==> config.mk <==
export PLATFORM = sky130hd
export DESIGN_NAME = tick_clock_with_weekday_unit
export DESIGN_NICKNAME = d
export VERILOG_FILES = /design/src/rtl/tcw_pkg.sv /design/src/rtl/tcw_counter.sv /design/src/rtl/tcw_weekday.sv /design/src/rtl/tick_clock_with_weekday_unit.sv
export SDC_FILE = /design/constraint.sdc
export NUM_CORES = 1
export LEC_CHECK = 0
export BUFFER_PORTS_ARGS = -buffer_cell sky130_fd_sc_hd__buf_2
export CAP_MARGIN = 10
export CORE_MARGIN = 5
export CORE_UTILIZATION = 31
export DETAILED_ROUTE_END_ITERATION = 7
export SLEW_MARGIN = 30
export SYNTH_ARGS = -nofsm -noshare
export SYNTH_HDL_FRONTEND = slang
export SYNTH_SLANG_ARGS = --single-unit
==> constraint.sdc <==
create_clock -name clock -period 19.8 [get_ports clock]
set_input_delay 3.96 -clock clock [delete_from_list [all_inputs] [get_ports clock]]
set_output_delay 3.96 -clock clock [all_outputs]
set_load 0.1 [all_outputs]
==> src/rtl/tcw_pkg.sv <==
// Shared types, constants and helper functions of the tick clock with weekday.
`timescale 1ns / 1ps

package tcw_pkg;

   // Field widths
   localparam int unsigned YEAR_W    = 7;
   localparam int unsigned MONTH_W   = 4;
   localparam int unsigned TICKS_W   = 16;
   localparam int unsigned HOURS_W   = 5;
   localparam int unsigned MINUTES_W = 6;
   localparam int unsigned SECONDS_W = 6;
   localparam int unsigned DAY_W     = 8;
   localparam int unsigned WEEKDAY_W = 3;

   // Stream and register port widths
   localparam int unsigned REQ_DATA_W = 8;
   localparam int unsigned RSP_DATA_W = 32;
   localparam int unsigned CSR_ADDR_W = 4;
   localparam int unsigned CSR_DATA_W = 32;

   // Register indexes (byte address / 4)
   localparam logic [1:0] REG_YEAR  = 2'd0;
   localparam logic [1:0] REG_MONTH = 2'd1;
   localparam logic [1:0] REG_TICKS = 2'd2;

   // Register reset values
   localparam logic [YEAR_W-1:0]  YEAR_RESET  = 7'd19;
   localparam logic [MONTH_W-1:0] MONTH_RESET = 4'd5;
   localparam logic [TICKS_W-1:0] TICKS_RESET = 16'd1000;

   // Counter limits and reset values
   localparam logic [SECONDS_W-1:0] MAX_SECOND   = 6'd59;
   localparam logic [MINUTES_W-1:0] MAX_MINUTE   = 6'd59;
   localparam logic [HOURS_W-1:0]   MAX_HOUR     = 5'd23;
   localparam logic [HOURS_W-1:0]   HOUR_RESET   = 5'd12;
   localparam logic [DAY_W-1:0]     DAY_RESET    = 8'd1;
   localparam logic [YEAR_W-1:0]    YEARS_PER_CENTURY = 7'd100;
   localparam logic [7:0]           CENTURY_BIAS = 8'd100;
   localparam logic [MONTH_W-1:0]   MARCH        = 4'd3;
   localparam logic [WEEKDAY_W-1:0] SUNDAY       = 3'd6;

   // Time of day after an update
   typedef struct packed {
      logic [HOURS_W-1:0]   hours;
      logic [MINUTES_W-1:0] minutes;
      logic [SECONDS_W-1:0] seconds;
      logic [DAY_W-1:0]     day;
   } time_type;

   // Counter chain status toward the result path
   typedef struct packed {
      logic     done;
      time_type now;
   } count_status_type;

   // Day offset of each month, 0 for codes that name no month
   function automatic logic [2:0] month_offset(input logic [MONTH_W-1:0] month);
      logic [2:0] off;
      case (month)
         4'd1:    off = 3'd0;
         4'd2:    off = 3'd3;
         4'd3:    off = 3'd3;
         4'd4:    off = 3'd6;
         4'd5:    off = 3'd1;
         4'd6:    off = 3'd4;
         4'd7:    off = 3'd6;
         4'd8:    off = 3'd2;
         4'd9:    off = 3'd5;
         4'd10:   off = 3'd0;
         4'd11:   off = 3'd3;
         4'd12:   off = 3'd5;
         default: off = 3'd0;
      endcase
      return off;
   endfunction

   // Residue modulo 7 of a 9-bit value: fold octal digits, since 8 = 1 mod 7
   function automatic logic [2:0] mod7(input logic [8:0] x);
      logic [4:0] s;
      logic [3:0] s2;
      s  = {2'b00, x[8:6]} + {2'b00, x[5:3]} + {2'b00, x[2:0]};
      s2 = {2'b00, s[4:3]} + {1'b0, s[2:0]};
      if (s2 >= 4'd7) begin
         s2 = s2 - 4'd7;
      end
      return s2[2:0];
   endfunction

endpackage

==> src/rtl/tcw_counter.sv <==
// Millisecond tick counter and seconds / minutes / hours / day chain.
`timescale 1ns / 1ps

module tcw_counter (
   input  logic                          clock,
   input  logic                          reset,
   input  logic                          tick_accept,
   input  logic [tcw_pkg::TICKS_W-1:0]   ticks_per_second,
   output tcw_pkg::count_status_type     status
);
   import tcw_pkg::*;

   logic [TICKS_W-1:0]   millis_ff,  millis_in;
   logic [SECONDS_W-1:0] second_ff,  second_in;
   logic [MINUTES_W-1:0] minute_ff,  minute_in;
   logic [HOURS_W-1:0]   hour_ff,    hour_in;
   logic [DAY_W-1:0]     day_ff,     day_in;
   logic [TICKS_W-1:0]   millis_plus;
   logic [SECONDS_W-1:0] second_plus;
   logic [MINUTES_W-1:0] minute_plus;
   logic [HOURS_W-1:0]   hour_plus;
   logic                 second_done;

   // Count the tick and carry through the chain when a second completes
   always_comb begin
      millis_plus = millis_ff + 1'b1;
      second_done = (millis_plus >= ticks_per_second);
      second_plus = second_ff + 1'b1;
      minute_plus = minute_ff + 1'b1;
      hour_plus   = hour_ff + 1'b1;

      millis_in = millis_ff;
      second_in = second_ff;
      minute_in = minute_ff;
      hour_in   = hour_ff;
      day_in    = day_ff;

      if (tick_accept) begin
         millis_in = millis_plus;
         if (second_done) begin
            millis_in = '0;
            second_in = second_plus;
            if (second_plus > MAX_SECOND) begin
               second_in = '0;
               minute_in = minute_plus;
               if (minute_plus > MAX_MINUTE) begin
                  minute_in = '0;
                  hour_in   = hour_plus;
                  if (hour_plus > MAX_HOUR) begin
                     hour_in = '0;
                     day_in  = day_ff + 1'b1;
                  end
               end
            end
         end
      end
   end

   // Hold the clock state
   always_ff @(posedge clock) begin
      if (reset) begin
         millis_ff <= '0;
         second_ff <= '0;
         minute_ff <= '0;
         hour_ff   <= HOUR_RESET;
         day_ff    <= DAY_RESET;
      end else begin
         millis_ff <= millis_in;
         second_ff <= second_in;
         minute_ff <= minute_in;
         hour_ff   <= hour_in;
         day_ff    <= day_in;
      end
   end

   // Report the updated time of day
   assign status.done        = tick_accept & second_done;
   assign status.now.hours   = hour_in;
   assign status.now.minutes = minute_in;
   assign status.now.seconds = second_in;
   assign status.now.day     = day_in;

endmodule

==> src/rtl/tcw_weekday.sv <==
// Weekday from year of century, month and day by a table-based congruence.
`timescale 1ns / 1ps

module tcw_weekday (
   input  logic [tcw_pkg::YEAR_W-1:0]    year,
   input  logic [tcw_pkg::MONTH_W-1:0]   month,
   input  logic [tcw_pkg::DAY_W-1:0]     day,
   output logic [tcw_pkg::WEEKDAY_W-1:0] weekday
);
   import tcw_pkg::*;

   logic [7:0] full_year;
   logic [8:0] year_sum;
   logic [2:0] year_term;
   logic [8:0] base_sum;
   logic [8:0] total;
   logic [2:0] residue;
   logic       leap_adjust;

   always_comb begin
      // Fold years past the century back and add the century bias
      if (year < YEARS_PER_CENTURY) begin
         full_year = {1'b0, year} + CENTURY_BIAS;
      end else begin
         full_year = {1'b0, year};
      end
      year_sum  = {1'b0, full_year} + {3'b000, full_year[7:2]};
      year_term = mod7(year_sum);

      // Leap years step January, February and the invalid month zero back one day
      leap_adjust = (year[1:0] == 2'b00) && (month < MARCH);
      base_sum    = {6'd0, year_term} + {1'b0, day} + {6'd0, month_offset(month)};
      // Minus one is plus six modulo 7
      total       = base_sum + (leap_adjust ? 9'd6 : 9'd0);
      residue     = mod7(total);
      // Stepping back from zero wraps the 16-bit sum to 65535, residue one
      if (leap_adjust && (base_sum == 9'd0)) begin
         residue = 3'd1;
      end

      // Residue 0 is Sunday, others count up from Monday
      weekday = (residue == 3'd0) ? SUNDAY : residue - 3'd1;
   end

endmodule

==> src/rtl/tick_clock_with_weekday_unit.sv <==
// Top level of the tick clock with weekday: register port, counters, result buffer.
//
// Input stream (req_*): one transfer per millisecond tick, tdata[0] = tick.
// A transfer with tick 0 changes nothing. A tick transfer counts toward
// ticks_per_second; when the count is reached one second is added to the
// seconds / minutes / hours / day chain and one result transfer follows.
// Output stream (rsp_*): hours, minutes, seconds, day and weekday of the
// updated time, one transfer per completed second.
// A completed second's result is registered into the output register, or into
// the skid entry while the receiver stalls. Throughput: one input transfer per
// cycle while req_tready is high; the two-entry result buffer (output register
// plus skid entry) takes one more result while the receiver stalls, and
// req_tready drops only while both entries hold results.
// Registers (csr_*): 0x0 year of century, 0x4 month, 0x8 ticks per second.
// Write them only while no result is pending.
// Reset: time becomes 12:00:00 on day 1, registers return to 19 / 5 / 1000,
// the result buffer empties.
`timescale 1ns / 1ps

module tick_clock_with_weekday_unit (
   input  logic                              clock,
   input  logic                              reset,
   // tdata: tick [0], zero fill [7:1]
   input  logic                              req_tvalid,
   output logic                              req_tready,
   input  logic [tcw_pkg::REQ_DATA_W-1:0]    req_tdata,
   // tdata: hours [4:0], minutes [10:5], seconds [16:11], day_of_month [24:17],
   //        weekday [27:25], zero fill [31:28]
   output logic                              rsp_tvalid,
   input  logic                              rsp_tready,
   output logic [tcw_pkg::RSP_DATA_W-1:0]    rsp_tdata,
   input  logic                              csr_psel,
   input  logic                              csr_penable,
   input  logic                              csr_pwrite,
   input  logic [tcw_pkg::CSR_ADDR_W-1:0]    csr_paddr,
   input  logic [tcw_pkg::CSR_DATA_W-1:0]    csr_pwdata,
   output logic [tcw_pkg::CSR_DATA_W-1:0]    csr_prdata,
   output logic                              csr_pready
);
   import tcw_pkg::*;

   logic [YEAR_W-1:0]     year_ff;
   logic [MONTH_W-1:0]    month_ff;
   logic [TICKS_W-1:0]    ticks_ff;
   logic                  csr_write;
   logic [1:0]            csr_index;
   logic                  tick_accept;
   count_status_type      status;
   logic [WEEKDAY_W-1:0]  weekday;
   logic [RSP_DATA_W-1:0] result;
   logic                  push;
   logic                  pop;
   logic                  out_valid_ff, out_valid_in;
   logic [RSP_DATA_W-1:0] out_data_ff,  out_data_in;
   logic                  skid_valid_ff, skid_valid_in;
   logic [RSP_DATA_W-1:0] skid_data_ff,  skid_data_in;

   // Register port: write on the access cycle, read back zero extended
   assign csr_pready = 1'b1;
   assign csr_write  = csr_psel & csr_penable & csr_pwrite & csr_pready;
   assign csr_index  = csr_paddr[3:2];

   always_ff @(posedge clock) begin
      if (reset) begin
         year_ff  <= YEAR_RESET;
         month_ff <= MONTH_RESET;
         ticks_ff <= TICKS_RESET;
      end else if (csr_write) begin
         case (csr_index)
            REG_YEAR:  year_ff  <= csr_pwdata[YEAR_W-1:0];
            REG_MONTH: month_ff <= csr_pwdata[MONTH_W-1:0];
            REG_TICKS: ticks_ff <= csr_pwdata[TICKS_W-1:0];
            default: ;
         endcase
      end
   end

   always_comb begin
      case (csr_index)
         REG_YEAR:  csr_prdata = {{(CSR_DATA_W-YEAR_W){1'b0}}, year_ff};
         REG_MONTH: csr_prdata = {{(CSR_DATA_W-MONTH_W){1'b0}}, month_ff};
         REG_TICKS: csr_prdata = {{(CSR_DATA_W-TICKS_W){1'b0}}, ticks_ff};
         default:   csr_prdata = '0;
      endcase
   end

   // Counter chain and weekday
   assign tick_accept = req_tvalid & req_tready & req_tdata[0];

   tcw_counter u_counter (
      .clock            (clock),
      .reset            (reset),
      .tick_accept      (tick_accept),
      .ticks_per_second (ticks_ff),
      .status           (status)
   );

   tcw_weekday u_weekday (
      .year    (year_ff),
      .month   (month_ff),
      .day     (status.now.day),
      .weekday (weekday)
   );

   assign result = {{(RSP_DATA_W-28){1'b0}}, weekday, status.now.day,
                    status.now.seconds, status.now.minutes, status.now.hours};

   // Result buffer: output register with one skid entry behind it
   assign push       = status.done;
   assign pop        = out_valid_ff & rsp_tready;
   assign req_tready = ~skid_valid_ff;

   always_comb begin
      out_valid_in  = out_valid_ff;
      out_data_in   = out_data_ff;
      skid_valid_in = skid_valid_ff;
      skid_data_in  = skid_data_ff;
      if (!out_valid_ff || pop) begin
         if (skid_valid_ff) begin
            // Advance the skid entry, park a new result behind it
            out_valid_in  = 1'b1;
            out_data_in   = skid_data_ff;
            skid_valid_in = push;
            skid_data_in  = result;
         end else begin
            out_valid_in = push;
            out_data_in  = result;
         end
      end else if (push) begin
         // Receiver stalls: hold the head, drop the new result into the skid
         skid_valid_in = 1'b1;
         skid_data_in  = result;
      end
   end

   always_ff @(posedge clock) begin
      if (reset) begin
         out_valid_ff  <= 1'b0;
         skid_valid_ff <= 1'b0;
      end else begin
         out_valid_ff  <= out_valid_in;
         skid_valid_ff <= skid_valid_in;
      end
      out_data_ff  <= out_data_in;
      skid_data_ff <= skid_data_in;
   end

   assign rsp_tvalid = out_valid_ff;
   assign rsp_tdata  = out_data_ff;

   // The skid entry is only ever filled behind a waiting head
   a_skid_behind_head: assert property (@(posedge clock) disable iff (reset)
      skid_valid_ff |-> out_valid_ff)
      else $error("skid entry valid without head entry");

   // No result is produced while the buffer is full
   a_no_overflow: assert property (@(posedge clock) disable iff (reset)
      push |-> !skid_valid_ff)
      else $error("result produced with full buffer");

   // A result into an empty buffer shows at the output in the next cycle
   a_direct_result: assert property (@(posedge clock) disable iff (reset)
      push && !out_valid_ff |=> rsp_tvalid && (rsp_tdata == $past(result)))
      else $error("result not presented after completed second");

endmodule

==> key figures <==
Logic synthesis
  – Post-synthesis xor/xnor area fraction: 5.59%
  – Synth Area in Compound Gates: 13.7%
  – YS warnings: 0
  – Post-Synth Adder-Cell Area: 12.1%
  – Flops & latches, synth: 129
  – Asr flop ratio synth: 0%
  – Syn Std Cell Area: 7960 um2
  – Seq/Total Area, Yosys: 39.5%
  – Main combinational cell family by area after synthesis: simple AND/OR/NAND/NOR gates
  – Post-synth top area share: 21.1%
  – Synth unique cells: 66
  – Syn Inst Count: 828
  – EDFF count, synth: 56
  – Post-synthesis mux area share: 6.11%
  – Synth area leader: edfxtp_1
  – Synth Area in Simple Gates: 16.9%
  – Top post-synthesis cells by area: edfxtp_1, dfxtp_1, ha_1, mux2_2, nand2_1
  – Post-synth top flop: dfxtp_1
  – Syn_area_per_cell: 9.62 um2

Global routing
  – Number of global-route vias before repair: 5,568
  – Overflow after GRT: 0
  – First-pass GRT wire length: 26.7 mm
  – GRT Overall Usage: 11.3%
  – Initial antenna violation count: 0
  – Largest net degree at the start of global routing: 73

STA
  – Fmax achieved: 78.1 MHz
  – Slew headroom: 38.1%
  – Max Slew Vio Count: 0
  – Worst-Margin Slew: 0.923 ns
  – RSZ-0062 raised after global routing: false
  – Final Hold Viols: 0
  – Worst Skew: 0.0134 ns
  – Final worst slack: 7.00 ns
  – Tcrit/Tclk final: 64.7%
  – Tmin final: 12.80 ns
  – # setup viols final: 0
  – Setup total negative slack: 0 ns

Critical path
  – Max incr delay on CP: 0.60 ns
  – CP Data Required Time: 19.99 ns
  – Crit path arrival time: 13.00 ns
  – Critical-path top delay cell: o21a_1
  – Crit. End Element: register
  – CP startpoint kind: input pin
  – Critical path class: in2reg
  – Worst path top cell family by delay: adder cells
  – Most used cell, CP: a21oi_1
  – CP Depth: 36
  – Worst R2R Path Depth: 48
  – Worst Path Max Fanout: 16
  – WP buf/inv: 6

Clock network
  – Post-CTS setup buffers: 0
  – Clk Latency, worst-skew pair: 0.42 ns
  – CTS clk-pin slew, worst paths: 0.06 ns
  – Root buf cell: clkbuf_16
  – CTS Sinks: 129
  – Post_cts resized: 0
  – Worst-case clock buffer depth: 2
  – Post-cts hold buffer count: 0
  – CTS tree: yes
  – Clock H-tree levels: 4
  – CTS Buf Count: 17

Run status
  – Status: completed

Die
  – Die Area: 29,000 um2
  – Die Width: 170 um
  – Row Count: 58
  – Initial Util: 31.5%
  – Core Region: 25,300 um2
  – Ports: 118
  – Die Y: 170 um

Cells and area
  – Share of layout cells above drive strength 1: 17.6%
  – Register area: 3140 um2
  – Fin nets: 1,009
  – Layout fillers: 2,588
  – Diodes inserted: 0
  – Multi-input gate area: 4420 um2
  – Area grow syn2layout: 14.5%

Drt
  – Vias per Instance: 4.78
  – DR pass1 iterations: 5
  – Initial DRC count: 282
  – Final ANT Viol Nets: 0
  – Drt drc: 0
  – Total length of routed wires: 16.4 mm
  – DR WL/cell: 13.3 um
  – Routed vias: 5,885

Place
  – Post-detail-place hpwl: 11.8 mm
  – Port Buffers: 71
  – Worst slack at placement: 6.53 ns
  – GPL Wtd Cong: 0.809

Worst hold path
  – Hold path depth: 2
  – Hold Crit Class: reg2reg

Power
  – Power Density: 95.9 nW/um2
  – Maximum vdd ir drop: 106 uV
  – Leakage power: 3.90 nW

Job
  – # Max-Cap Violations: 0
## where the power goes
part | switching, mW | internal [mW]
Clock | 0.123 | 0.166
Sequential | 0.00214 | 0.303
Combinational | 0.177 | 0.102
Total | 0.303 | 0.571
## through the flow
stage / power, mW / util (%) / cells / hold WS (ns) / cell area [um2]
5_1_grt: 0.936 / 36.1 / 1232 / 0.503 / 9110
3_5_place_dp: 0.592 / 33.9 / 1200 / 0.467 / 8570
2_1_floorplan: 0.544 / - / 847 / 0.445 / 8030
6_report: 0.874 / 36.1 / 1232 / 0.475 / 9110
3_3_place_gp: 0.585 / 33.9 / 1200 / 0.459 / 8570
4_1_cts: 0.886 / 36.1 / 1232 / 0.475 / 9110
## registers in the layout, indices dropped and copies added (netlist names), named ones only
signal	flops
u_counter.minute_ff	6
u_counter.second_ff	6
year_ff	7
u_counter.millis_ff	16
rsp_tdata	28
skid_valid_ff	1
skid_data_ff	28
ticks_ff	16
month_ff	4
u_counter.day_ff	8
rsp_tvalid	1
u_counter.hour_ff	5
## placed cells by master (no fill, tap or decap), types with 5 or more instances in the layout
| cell | synthesis | final |
|---|---|---|
| o31ai_1 | 8 | 8 |
| o21a_1 | 7 | 7 |
| nand4_1 | 6 | 6 |
| nor2b_1 | 26 | 26 |
| o21ai_0 | 39 | 38 |
| nor3_1 | 13 | 12 |
| inv_1 | 47 | 47 |
| nand2b_1 | 8 | 7 |
| nand2_1 | 70 | 70 |
| a21oi_1 | 52 | 52 |
| buf_4 | 22 | 6 |
| nor2_1 | 54 | 54 |
| ha_1 | 57 | 57 |
| buf_2 | 3 | 71 |
| xnor2_1 | 23 | 23 |
| o211ai_1 | 5 | 5 |
| fa_1 | 12 | 12 |
| a22oi_1 | 8 | 8 |
| clkbuf_16 | 0 | 17 |
| conb_1 | 2 | 21 |
| nand3_1 | 22 | 22 |
| and2_1 | 14 | 14 |
| mux2i_1 | 16 | 16 |
| a21o_1 | 14 | 14 |
| a211o_1 | 10 | 10 |
| xor2_1 | 26 | 26 |
| or2_2 | 5 | 5 |
| nand3b_1 | 10 | 10 |
| and3_1 | 11 | 11 |
| mux2_2 | 27 | 27 |
| edfxtp_1 | 56 | 56 |
| dfxtp_1 | 73 | 73 |
## cell type report
type                       instances  share of cell area [%]
multi-input combinational        614                    48.5
sequential                       129                    34.5
clock buffer                      20                    4.90
tap                              330                    4.53
timing repair buffer              77                    4.39
inverter                          50                    2.06
clock inverter                    12                    1.08
## metal layers
layer	wire length (um)	global-route usage, %	part of all wire, %	vias to the layer above
met5	0	0	0	-
met4	159	2.78	0.97	0
met3	896	3.16	5.5	13
met2	7360	17.6	45	127
met1	7940	15.5	49	2737
li1	-	-	-	3008
## tightest hold or removal path, cell delays in order (launching register included)
cell and delay, ns:
dfxtp_1 0.32, nand2_1 0.05, a21oi_1 0.05
## cell usage after synthesis, types with 5 or more instances
| cell type | n |
|---|---|
| edfxtp_1 | 56 |
| o31ai_1 | 8 |
| a211o_1 | 10 |
| nor2_1 | 54 |
| a21o_1 | 14 |
| o21a_1 | 7 |
| o211ai_1 | 5 |
| nand3b_1 | 10 |
| mux2_2 | 27 |
| nand3_1 | 22 |
| or2_2 | 5 |
| dfxtp_1 | 73 |
| ha_1 | 57 |
| buf_4 | 22 |
| and2_1 | 14 |
| a22oi_1 | 8 |
| a21oi_1 | 52 |
| xnor2_1 | 23 |
| o21ai_0 | 39 |
| and3_1 | 11 |
| mux2i_1 | 16 |
| nand4_1 | 6 |
| nand2b_1 | 8 |
| fa_1 | 12 |
| nor2b_1 | 26 |
| xor2_1 | 26 |
| inv_1 | 47 |
| clkbuf_1 | 25 |
| nand2_1 | 70 |
| nor3_1 | 13 |
## logic make-up (layout without fill, tap and decap cells)
logic type | count (synthesis) | after routing
adder cells (fa/ha/maj) | 70 | 70
flip-flops | 129 | 129
AND/OR/NAND/NOR | 260 | 260
XOR/XNOR | 50 | 50
other | 2 | 21
AO/OA/AOI/OAI | 169 | 169
multiplexers | 44 | 44
buffers and inverters | 104 | 159
## worst paths after layout
kind	slack (ns)	end	start
worst max register to register	7.82	rsp_tdata[25]$_DFFE_PP_	year_ff[5]$_SDFFE_PP0P_
worst max-delay path	7.00	rsp_tdata[25]$_DFFE_PP_	req_tdata[0]
worst min register to register	0.47	ticks_ff[13]$_SDFFE_PP0P_	ticks_ff[13]$_SDFFE_PP0P_
worst min-delay path	0.47	ticks_ff[13]$_SDFFE_PP0P_	ticks_ff[13]$_SDFFE_PP0P_
Note: power is estimated with default switching activity, not from simulation.
